[config.mk]
export PLATFORM = sky130hd
export DESIGN_NAME = frame_fragmenter
export DESIGN_NICKNAME = d
export VERILOG_FILES = /design/src/hw/rtl/ffrag_pkg.sv /design/src/hw/rtl/frame_fragmenter.sv /design/src/hw/rtl/ffrag_datapath.sv /design/src/hw/rtl/ffrag_ctrl.sv
export SDC_FILE = /design/constraint.sdc
export NUM_CORES = 1
export LEC_CHECK = 0
export BUFFER_PORTS_ARGS = -buffer_cell sky130_fd_sc_hd__buf_2
export CORE_MARGIN = 2
export CORE_UTILIZATION = 35
export CTS_BUF_LIST = sky130_fd_sc_hd__clkbuf_16
export DETAILED_ROUTE_END_ITERATION = 8
export PLACE_DENSITY = 0.5
export SLEW_MARGIN = 10
export SYNTH_ARGS = -nofsm -noshare
export SYNTH_HDL_FRONTEND = slang
export SYNTH_SLANG_ARGS = --single-unit
[constraint.sdc]
create_clock -name aclk -period 7.8 [get_ports aclk]
set_clock_uncertainty 0.2 [all_clocks]
set_input_delay 1.56 -clock aclk [delete_from_list [all_inputs] [get_ports aclk]]
set_output_delay 1.56 -clock aclk [all_outputs]
set_load 0.1 [all_outputs]
[src/hw/rtl/ffrag_pkg.sv]
// shared types and constants of the frame fragmenter
package ffrag_pkg;

    // sizes of the datapath
    localparam int unsigned FRAME_MAX  = 4096;
    localparam int unsigned PACKET_MAX = 64;

    localparam logic [12:0] FRAME_MAX_LEN   = 13'(FRAME_MAX);
    localparam logic [6:0]  PACKET_MAX_SIZE = 7'(PACKET_MAX);
    localparam logic [6:0]  PACKET_MIN_SIZE = 7'd3;

    // header byte fields
    localparam logic [7:0] FRAG_MASK = 8'h7F;
    localparam logic [7:0] LAST_FLAG = 8'h80;

    // configuration register indexes
    localparam logic CFG_LINK_MODE    = 1'b0;
    localparam logic CFG_PACKET_BYTES = 1'b1;

    // link mode codes
    localparam logic [1:0] MODE_PADDED   = 2'd1;
    localparam logic [1:0] MODE_VARIABLE = 2'd2;

    // which byte the datapath puts into the output register
    typedef enum logic [1:0] {
        SEL_SEQ  = 2'd0,
        SEL_FRAG = 2'd1,
        SEL_DATA = 2'd2,
        SEL_PAD  = 2'd3
    } emit_sel_t;

    // controller to datapath
    typedef struct packed {
        logic      load;
        logic      out_load;
        emit_sel_t sel;
        logic      pad_dec;
    } ffrag_cmd_t;

    // datapath to controller
    typedef struct packed {
        logic hdr_now;
        logic out_free;
        logic pad_zero;
        logic pad_one;
    } ffrag_status_t;

endpackage

[src/hw/rtl/frame_fragmenter.sv]
// top level of the frame fragmenter: byte stream in, sequenced packets out
// a byte is taken when idle; its results (sequence byte, fragment header, data,
// padding) go into the single output register in that order, one byte a cycle while
// it is free, and the next byte is taken once the run's last result is loaded;
// n results per byte (1 or 3 usually, up to 64 with padding)
// reset: synchronous active low; link off, packet size 32, no frame open, sequence 0
module frame_fragmenter (
    input  logic        aclk,
    input  logic        aresetn,
    // input stream
    input  logic        s_tvalid,
    output logic        s_tready,
    input  logic [23:0] s_tdata,   // data_byte[7:0], frame_length[20:8], zero[23:21]
    // result stream
    output logic        m_tvalid,
    input  logic        m_tready,
    output logic [7:0]  m_tdata,   // out_byte[7:0]
    output logic        m_tlast,   // run_last
    output logic [1:0]  m_tuser,   // packet_last[0], dropped[1]
    // configuration writes
    input  logic        cfg_valid,
    output logic        cfg_ready,
    input  logic        cfg_index,
    input  logic [6:0]  cfg_data
);
    import ffrag_pkg::*;

    ffrag_cmd_t    cmd;
    ffrag_status_t status;
    logic          packet_last;
    logic          dropped;

    assign cfg_ready = 1'b1;

    ffrag_ctrl u_ctrl (
        .aclk     (aclk),
        .aresetn  (aresetn),
        .s_tvalid (s_tvalid),
        .s_tready (s_tready),
        .status   (status),
        .cmd      (cmd)
    );

    ffrag_datapath u_datapath (
        .aclk         (aclk),
        .aresetn      (aresetn),
        .cfg_valid    (cfg_valid),
        .cfg_index    (cfg_index),
        .cfg_data     (cfg_data),
        .data_byte    (s_tdata[7:0]),
        .frame_length (s_tdata[20:8]),
        .cmd          (cmd),
        .status       (status),
        .m_tready     (m_tready),
        .out_valid    (m_tvalid),
        .out_byte     (m_tdata),
        .packet_last  (packet_last),
        .run_last     (m_tlast),
        .dropped      (dropped)
    );

    assign m_tuser = {dropped, packet_last};

    // a transaction keeps the block busy: it is not ready in the cycle after it takes a byte
    assert property (@(posedge aclk) disable iff (!aresetn)
        s_tvalid && s_tready |=> !s_tready)
        else $error("input taken twice in a row");

    // a dropped byte is a single result that ends its run and no packet
    assert property (@(posedge aclk) disable iff (!aresetn)
        m_tvalid && m_tuser[1] |-> m_tlast && !m_tuser[0])
        else $error("malformed drop result");

    // going back to idle means the last result of the run was just loaded
    assert property (@(posedge aclk) disable iff (!aresetn)
        !s_tready ##1 s_tready |-> m_tvalid && m_tlast)
        else $error("idle without run end");

endmodule

[src/hw/rtl/ffrag_datapath.sv]
// datapath: configuration, frame state, per-transaction plan and output register
module ffrag_datapath (
    input  logic                   aclk,
    input  logic                   aresetn,
    input  logic                   cfg_valid,
    input  logic                   cfg_index,
    input  logic [6:0]             cfg_data,
    input  logic [7:0]             data_byte,
    input  logic [12:0]            frame_length,
    input  ffrag_pkg::ffrag_cmd_t  cmd,
    output ffrag_pkg::ffrag_status_t status,
    input  logic                   m_tready,
    output logic                   out_valid,
    output logic [7:0]             out_byte,
    output logic                   packet_last,
    output logic                   run_last,
    output logic                   dropped
);
    import ffrag_pkg::*;

    // configuration
    logic [1:0]  link_mode_reg;
    logic [6:0]  packet_bytes_reg;

    // frame state
    logic [7:0]  seq_reg,  seq_next;
    logic [12:0] rem_reg,  rem_next;
    logic [6:0]  frag_reg, frag_next;
    logic [5:0]  fill_reg, fill_next;

    // plan of the accepted transaction
    logic [7:0]  seq_byte_reg;
    logic [7:0]  hdr_reg,  hdr_next;
    logic [7:0]  data_reg;
    logic        plast_reg, plast_next;
    logic        drop_reg;
    logic [5:0]  pad_reg,  pad_next;

    // output register
    logic        out_valid_reg;
    logic [7:0]  out_byte_reg,  out_byte_next;
    logic        out_plast_reg, out_plast_next;
    logic        out_rlast_reg, out_rlast_next;
    logic        out_drop_reg,  out_drop_next;

    // step arithmetic
    logic [6:0]  psize;
    logic [5:0]  body;
    logic        drop_now;
    logic [12:0] flen;
    logic [12:0] rem_eff;
    logic [6:0]  frag_eff;
    logic [5:0]  fill_raw;
    logic [5:0]  fill_eff;
    logic [12:0] rem_dec;
    logic [5:0]  fill_inc;
    logic        pkt_end;
    logic        frame_end;

    always_comb begin
        // clamp packet size, body is what is left after the header
        if (packet_bytes_reg < PACKET_MIN_SIZE) begin
            psize = PACKET_MIN_SIZE;
        end else if (packet_bytes_reg > PACKET_MAX_SIZE) begin
            psize = PACKET_MAX_SIZE;
        end else begin
            psize = packet_bytes_reg;
        end
        body = 6'(psize - 7'd2);

        drop_now = !(link_mode_reg == MODE_PADDED || link_mode_reg == MODE_VARIABLE);

        // frame length of a new frame
        if (frame_length == 13'd0) begin
            flen = 13'd1;
        end else if (frame_length > FRAME_MAX_LEN) begin
            flen = FRAME_MAX_LEN;
        end else begin
            flen = frame_length;
        end

        // open a frame when none is open
        if (rem_reg == 13'd0) begin
            rem_eff  = flen;
            frag_eff = 7'd0;
            fill_raw = 6'd0;
        end else begin
            rem_eff  = rem_reg;
            frag_eff = frag_reg;
            fill_raw = fill_reg;
        end
        fill_eff = (fill_raw >= body) ? 6'd0 : fill_raw;

        hdr_next = ({1'b0, frag_eff} & FRAG_MASK)
                 | ((rem_eff <= {7'd0, body}) ? LAST_FLAG : 8'h00);

        rem_dec   = rem_eff - 13'd1;
        fill_inc  = fill_eff + 6'd1;
        pkt_end   = (fill_inc >= body);
        frame_end = (rem_dec == 13'd0);

        // default: byte in the middle of a packet
        seq_next   = seq_reg;
        rem_next   = rem_dec;
        frag_next  = frag_eff;
        fill_next  = fill_inc;
        plast_next = 1'b0;
        pad_next   = 6'd0;

        if (drop_now) begin
            // abandon any open frame, its sequence number is spent
            seq_next  = (rem_reg != 13'd0) ? seq_reg + 8'd1 : seq_reg;
            rem_next  = 13'd0;
            frag_next = 7'd0;
            fill_next = 6'd0;
        end else begin
            if (pkt_end) begin
                plast_next = 1'b1;
                fill_next  = 6'd0;
                frag_next  = frag_eff + 7'd1;
            end else if (frame_end) begin
                if (link_mode_reg == MODE_PADDED) begin
                    pad_next = body - fill_inc;
                end else begin
                    plast_next = 1'b1;
                end
                fill_next = 6'd0;
            end
            if (frame_end) begin
                seq_next  = seq_reg + 8'd1;
                frag_next = 7'd0;
                fill_next = 6'd0;
            end
        end
    end

    // configuration writes and frame state
    always_ff @(posedge aclk) begin
        if (!aresetn) begin
            link_mode_reg    <= 2'd0;
            packet_bytes_reg <= 7'd32;
            seq_reg          <= 8'd0;
            rem_reg          <= 13'd0;
            frag_reg         <= 7'd0;
            fill_reg         <= 6'd0;
        end else begin
            if (cfg_valid) begin
                unique case (cfg_index)
                    CFG_LINK_MODE:    link_mode_reg    <= cfg_data[1:0];
                    CFG_PACKET_BYTES: packet_bytes_reg <= cfg_data;
                    default:          ;
                endcase
            end
            if (cmd.load) begin
                seq_reg  <= seq_next;
                rem_reg  <= rem_next;
                frag_reg <= frag_next;
                fill_reg <= fill_next;
            end
        end
    end

    // plan of the transaction, old sequence number goes into the header
    always_ff @(posedge aclk) begin
        if (!aresetn) begin
            drop_reg <= 1'b0;
            pad_reg  <= 6'd0;
        end else if (cmd.load) begin
            drop_reg <= drop_now;
            pad_reg  <= pad_next;
        end else if (cmd.pad_dec) begin
            pad_reg <= pad_reg - 6'd1;
        end
    end

    always_ff @(posedge aclk) begin
        if (cmd.load) begin
            seq_byte_reg <= seq_reg;
            hdr_reg      <= hdr_next;
            data_reg     <= data_byte;
            plast_reg    <= plast_next;
        end
    end

    // output byte selection
    always_comb begin
        out_byte_next  = 8'h00;
        out_plast_next = 1'b0;
        out_rlast_next = 1'b0;
        out_drop_next  = 1'b0;
        case (cmd.sel)
            SEL_SEQ:  out_byte_next = seq_byte_reg;
            SEL_FRAG: out_byte_next = hdr_reg;
            SEL_DATA: begin
                out_byte_next  = drop_reg ? 8'h00 : data_reg;
                out_plast_next = plast_reg && !drop_reg;
                out_rlast_next = (pad_reg == 6'd0);
                out_drop_next  = drop_reg;
            end
            SEL_PAD: begin
                out_plast_next = (pad_reg == 6'd1);
                out_rlast_next = (pad_reg == 6'd1);
            end
            default: ;
        endcase
    end

    // output register
    always_ff @(posedge aclk) begin
        if (!aresetn) begin
            out_valid_reg <= 1'b0;
        end else if (cmd.out_load) begin
            out_valid_reg <= 1'b1;
        end else if (m_tready) begin
            out_valid_reg <= 1'b0;
        end
    end

    always_ff @(posedge aclk) begin
        if (cmd.out_load) begin
            out_byte_reg  <= out_byte_next;
            out_plast_reg <= out_plast_next;
            out_rlast_reg <= out_rlast_next;
            out_drop_reg  <= out_drop_next;
        end
    end

    assign status.hdr_now  = !drop_now && (fill_eff == 6'd0);
    assign status.out_free = !out_valid_reg || m_tready;
    assign status.pad_zero = (pad_reg == 6'd0);
    assign status.pad_one  = (pad_reg == 6'd1);

    assign out_valid   = out_valid_reg;
    assign out_byte    = out_byte_reg;
    assign packet_last = out_plast_reg;
    assign run_last    = out_rlast_reg;
    assign dropped     = out_drop_reg;

endmodule

[src/hw/rtl/ffrag_ctrl.sv]
// controller: sequences header, data and padding bytes of one transaction
module ffrag_ctrl (
    input  logic                     aclk,
    input  logic                     aresetn,
    input  logic                     s_tvalid,
    output logic                     s_tready,
    input  ffrag_pkg::ffrag_status_t status,
    output ffrag_pkg::ffrag_cmd_t    cmd
);
    import ffrag_pkg::*;

    typedef enum logic [4:0] {
        ST_IDLE = 5'b00001,
        ST_SEQ  = 5'b00010,
        ST_FRAG = 5'b00100,
        ST_DATA = 5'b01000,
        ST_PAD  = 5'b10000
    } state_t;

    state_t state_reg, state_next;

    // next state and commands
    always_comb begin
        state_next   = state_reg;
        s_tready     = 1'b0;
        cmd.load     = 1'b0;
        cmd.out_load = 1'b0;
        cmd.sel      = SEL_DATA;
        cmd.pad_dec  = 1'b0;
        unique case (state_reg)
            ST_IDLE: begin
                s_tready = 1'b1;
                if (s_tvalid) begin
                    cmd.load   = 1'b1;
                    state_next = status.hdr_now ? ST_SEQ : ST_DATA;
                end
            end
            ST_SEQ: begin
                cmd.sel = SEL_SEQ;
                if (status.out_free) begin
                    cmd.out_load = 1'b1;
                    state_next   = ST_FRAG;
                end
            end
            ST_FRAG: begin
                cmd.sel = SEL_FRAG;
                if (status.out_free) begin
                    cmd.out_load = 1'b1;
                    state_next   = ST_DATA;
                end
            end
            ST_DATA: begin
                cmd.sel = SEL_DATA;
                if (status.out_free) begin
                    cmd.out_load = 1'b1;
                    state_next   = status.pad_zero ? ST_IDLE : ST_PAD;
                end
            end
            ST_PAD: begin
                cmd.sel = SEL_PAD;
                if (status.out_free) begin
                    cmd.out_load = 1'b1;
                    cmd.pad_dec  = 1'b1;
                    if (status.pad_one) begin
                        state_next = ST_IDLE;
                    end
                end
            end
            default: state_next = ST_IDLE;
        endcase
    end

    always_ff @(posedge aclk) begin
        if (!aresetn) begin
            state_reg <= ST_IDLE;
        end else begin
            state_reg <= state_next;
        end
    end

endmodule
# Word level (Yosys, flattened, before mapping)
# Cells that the tools add are included.
dict set report classes {
  add_sub_neg 7
  order_cmp 6
  eq_ne 18
  muxes 49
  bitwise_logic 2
  reduce_logical 21
}
# op n
set op_table {}
lappend op_table {{2-to-1 mux 6 bit} 13}
lappend op_table {{2-to-1 mux 13 bit} 4}
lappend op_table {{2-to-1 mux 8 bit} 5}
lappend op_table {{logical NOT 13 bit} 3}
lappend op_table {{2-to-1 mux 5 bit} 7}
lappend op_table {{2-to-1 mux 7 bit} 4}
lappend op_table {{case mux 5 bit (5 select lines)} 1}
lappend op_table {{case mux 8 bit (3 select lines)} 1}
lappend op_table {{> comparator 13 bit, second input constant} 1}
lappend op_table {{less-or-equal comparator 13 x 6 -> 1 bit} 1}
lappend op_table {{nonzero test 13 bit} 1}
lappend op_table {{subtractor 13 x 1 -> 13 bit, second input constant} 1}
lappend op_table {{greater-or-equal comparator 6 bit} 2}
lappend op_table {{logical NOT 6 bit} 2}
lappend op_table {{!= test 2 bit, second input constant} 6}
lappend op_table {{case mux 3 bit (4 select lines)} 1}
lappend op_table {{2-to-1 mux 1 bit} 10}
lappend op_table {{adder 8 x 1 -> 8 bit, second input constant} 1}
lappend op_table {{bitwise OR 7 x 8 -> 8 bit} 1}
lappend op_table {{adder 7 x 1 -> 7 bit, second input constant} 1}
lappend op_table {{> comparator 7 bit, second input constant} 1}
lappend op_table {{< comparator 7 x 2 -> 1 bit, second input constant} 1}
lappend op_table {{adder 6 x 1 -> 6 bit, second input constant} 1}
lappend op_table {{equality test 2 bit, second input constant} 3}
lappend op_table {{other kinds (22)} 31}
dict set report word_totals {
  ff_bits 92
  inputBits 37
  out_inout_bits 14
  word_cells 121
}

# Depth between registers and ports, before layout
dict set report logic_depth {
  ltp_word 13
  ltp_mapped 29
  depth_no_buf 26
}

# Cells and area by module
# Synthesis repeated with hierarchy kept, for this count alone.
dict set report unflattened {
  cells_unflattened 616
  area_unflattened_um2 5507.8
}
# mod n_inst cells_each area_each_um2 seq_area_each_um2
set by_module_without_submodules {}
lappend by_module_without_submodules {ffrag_datapath 1 556 5062.4 2102.0}
lappend by_module_without_submodules {ffrag_ctrl 1 56 419.2 100.1}
lappend by_module_without_submodules {frame_fragmenter 1 4 26.3 0.0}

# Worst setup path after synthesis
# Ideal clock, no wire load.
dict set report synth_path {
  path_kind {register -> register}
  start {register u_datapath.rem_reg[4]}
  end {register u_datapath.frag_reg[1]}
  setup_time_ns 0.128
  arrival_time_ns 6.229
  t_required_ns 7.472
  path_slack_ns 1.243
  path_stages_with_launch 29
  path_buffers 4
  synth_period_minus_slack_ns 6.557
  cell_sequence {dfxtp_1 or4_1 buf_6 or4_1 clkbuf_1 clkbuf_1 nand2_1 ha_1 nand2b_1 a21o_1 a21o_1 a21o_1 maj3_1 o21ai_0 and3_1 ha_1 inv_1 a21o_1 and2_1 ha_1 nor2b_1 o21ai_0 a21boi_0 o21ai_0 a32oi_1 clkbuf_1 mux2_2 a22oi_1 nor2_1}
}
dict set report synth_between {
  elab_chain_len 9
  word_cells_on_any_way 14
  classes_between {3 x add/sub; 2 x order compare; 7 x mux; 2 x reduce/logical}
}
# item line_no
set synth_lines {}
lappend synth_lines {{from (decl)} ffrag_datapath.sv:27} ;# logic [12:0] rem_reg, rem_next;
lappend synth_lines {{from (signal assigned)} ffrag_datapath.sv:156} ;# rem_reg <= rem_next;
lappend synth_lines {{logical NOT 13 bit} ffrag_datapath.sv:83} ;# if (rem_reg == 13'd0) begin
lappend synth_lines {{2-to-1 mux 6 bit} ffrag_datapath.sv:83}
lappend synth_lines {{greater-or-equal comparator 6 bit} ffrag_datapath.sv:92} ;# fill_eff = (fill_raw >= body) ? 6'd0 : fill_raw;
lappend synth_lines {{2-to-1 mux 6 bit} ffrag_datapath.sv:92}
lappend synth_lines {{adder 6 x 1 -> 6 bit} ffrag_datapath.sv:98} ;# fill_inc = fill_eff + 6'd1;
lappend synth_lines {{greater-or-equal comparator 6 bit} ffrag_datapath.sv:99} ;# pkt_end = (fill_inc >= body);
lappend synth_lines {{2-to-1 mux 7 bit} ffrag_datapath.sv:117} ;# if (pkt_end) begin
lappend synth_lines {{2-to-1 mux 7 bit (*)} ffrag_datapath.sv:129} ;# if (frame_end) begin
lappend synth_lines {{2-to-1 mux 7 bit (*)} ffrag_datapath.sv:110} ;# if (drop_now) begin
lappend synth_lines {{to (signal assigned)} ffrag_datapath.sv:157} ;# frag_reg <= frag_next;
lappend synth_lines {{to (decl)} ffrag_datapath.sv:28} ;# logic [6:0] frag_reg, frag_next;
# Mark *: on every way between the ends. The rest lies on a longest branch, timed or not.
# A chain may end at the register's enable or synchronous reset.

# Worst setup path after layout
dict set report layout_path {
  start {register u_datapath.rem_reg[4]}
  end {register u_datapath.frag_reg[5]}
}
# The elaborated chain is that of the path after synthesis.

==> metrics.csv <==
metric;value;unit
ant diodes;0;
most common library cells after synthesis;nor2_1, dfxtp_1, a21oi_1;
Slew @ Worst Pin;0.945;ns
max-slew violations;0;
Synth Warn #;0;
First-pass DRT Iterations;5;
#FFs+latches synth;92;
Clock Latency Late Sink;0.35;ns
Crit. End Element;flip-flop;
first-pass GRT wire length;22.3;mm
r2r setup slk;0.72;ns
gr usage total;16.9;%
worst setup path startpoint;u_datapath.rem_reg[4];
DP Wirelength;9.81;mm
hold slack;0.254;ns
Yosys top cell area share;20.4;%
routed via count;4629;
Final WS setup;0.723;ns
CTS resizes;0;
Wirelength per Cell;15.7;um
area of the multi-input gates;3010;um2
final setup TNS;0;ns
Root Driver;clkbuf_16;
dpl ws;0.837;ns
count leader, synth;nor2_1;
largest net degree at the start of global routing;43;
post-synthesis cell type count;73;
number of DRC markers in iteration 0;319;
final hold viol count;0;
Final Cell Area;6200;um2
sequential area share after synthesis;40.1;%
nets@finish;713;
Sink Count;92;
Post-Syn Area;5490;um2
Reg clk slew, reported paths;0.07;ns
Port-buffer cells;46;
antenna viol nets, final;0;
Rel. slew slack;36.7;%
PwrDens;234;nW/um2
DRC violations left;0;
shortest period the worst path allows;7.08;ns
antenna violations before repair;0;
Overall Power;1.45;mW
Lkg Pwr;2.49;nW
crit path max fanout;11;
vias per std cell;5.34;
Final Cycle Share;90.7;%
Final Wtd Congestion;0.892;
die width;129;um
RSZ-0062 raised after global routing;false;
vias in the first global route;4441;
CTS tree;built;
final WL;13.6;mm
number of setup buffers added after CTS;0;
CP arrival;7.10;ns
Starting Density;35.9;%
Avg Cell Area, Syn;8.92;um2
maxcap violations;0;
synthesized instance count;615;
Post-synth EDFFs;36;
Hold-fix buffers, CTS;0;
Die Area;16700;um2
FFs w/ async S/R, synth;0;%
RR Startpoint;u_datapath.rem_reg[4];
CTS Buf Count;9;
Peak VDD IR;0.108;mV
H-tree depth;3;
max FFs per register;13;
DP Area;5900;um2
worst setup path class;flip-flop to flip-flop;
fraction of layout cells with a size suffix above 1;13.6;%
core box area;15300;um2
run status;complete, no violations;
Reg area;2200;um2
largest area contributor in the netlist;dfxtp_1;
min-delay src;u_datapath.seq_reg[7];
Area Overhead vs Synth;13.1;%
Startpoint Class;flip-flop;
syn_nets;677;
f_max;141;MHz
I/O Pins;51;
die height;129;um
CTS Buffer Depth;2;
GRT overflow;0;
final setup vio count;0;
Filler Cells Inserted;1529;
top_reg_cell synth;dfxtp_1;
# rows;45;
Hold Path Class;flip-flop to flip-flop;
top post-synthesis cells by area;dfxtp_1, edfxtp_1, ha_1;
CP Data Required Time;7.82;ns
==> worst paths after layout <==
path,endpoint,depth (start not counted)
setup / recovery,u_datapath.frag_reg[5],25
hold / removal,u_datapath.seq_byte_reg[7],0
setup reg to reg,u_datapath.frag_reg[5],25
hold reg to reg,u_datapath.seq_byte_reg[7],0
==> logic make-up (layout without fill, tap and decap cells) <==
family / count (synthesis) / in the layout / share of synthesized area [%]
buffers and inverters: 67 / 108 / 5.06
multiplexers: 10 / 10 / 1.85
flip-flops: 92 / 92 / 40.1
XOR/XNOR: 16 / 16 / 2.55
adder cells (fa/ha/maj): 26 / 26 / 6.02
other: 1 / 1 / 0.0684
AO/OA/AOI/OAI: 151 / 151 / 19.2
AND/OR/NAND/NOR: 252 / 252 / 25.1
==> worst max-delay path, cell delays in order (launching register included) <==
cell,delay [ns]
dfxtp_1,0.38
or4_1,0.78
or4_1,0.78
and2_1,0.26
ha_1,0.27
a21o_1,0.15
a21o_1,0.18
a21o_1,0.19
maj3_1,0.40
o21ai_0,0.57
and3_1,0.31
ha_1,0.18
inv_1,0.06
a21o_1,0.16
and2_1,0.14
ha_1,0.32
nor2b_1,0.14
o21ai_0,0.19
a21boi_0,0.14
o21ai_0,0.17
a32oi_1,0.07
buf_4,0.19
nor4_1,0.37
xor2_1,0.11
a22oi_1,0.17
nor2_1,0.05
==> metal layers <==
layer / track usage [%] / wire length [um]
met5: 0 / 0
met4: 3.52 / 112
met3: 4.50 / 567
met2: 28.6 / 6350
met1: 21.7 / 6560
==> cell type report <==
type / count / share of cell area [%]
multi-input cells: 456 / 48.4
flip-flops and latches: 92 / 35.5
repair buffers: 54 / 4.68
well taps: 211 / 4.25
clock buffers: 9 / 3.63
inverters: 38 / 2.30
clock inverters: 7 / 1.21
==> placed cells by master (no fill, tap or decap), types with 3 or more instances in the layout <==
master     netlist  layout
a22oi_1         10      10
ha_1            24      24
a311oi_1         3       3
clkinv_1         2       3
and4_1           3       3
nand3_1         14      14
and3_1           6       6
a21oi_1         39      39
a31oi_1          7       7
nand2_1         36      36
or3_1           11      11
buf_4            3       8
o31ai_1          4       4
nor2_1          66      66
nor4_1           8       8
mux2i_1          9       9
o31a_1           3       3
a2bb2oi_1        9       9
a21o_1           4       4
dfxtp_1         56      56
inv_1           36      37
nor3_1          23      23
edfxtp_1        36      36
o21a_1           4       4
o21ai_0         29      29
or2_2            4       4
buf_2            0      46
nand2b_1        15      15
nand4_1          6       6
a222oi_1         9       9
xnor2_1          9       9
and2_1          20      20
a32oi_1          5       5
nor2b_1          8       8
a21boi_0         3       3
clkbuf_16        0       9
xor2_1           7       7
a31o_2           3       3
nor3b_1          4       4
or4_1            8       8
==> where the power goes <==
group	switching [mW]	internal [mW]
combinational	0.287	0.151
clock	0.195	0.251
sequential	0.0224	0.543
total	0.504	0.946
==> through the flow <==
stage	utilization, %	cells
floorplan	-	615
finish	40.7	867
global placement	38.7	851
detailed placement	38.7	851
global route	40.7	867
CTS	40.7	867
Note: power is estimated with default switching activity, not from simulation.
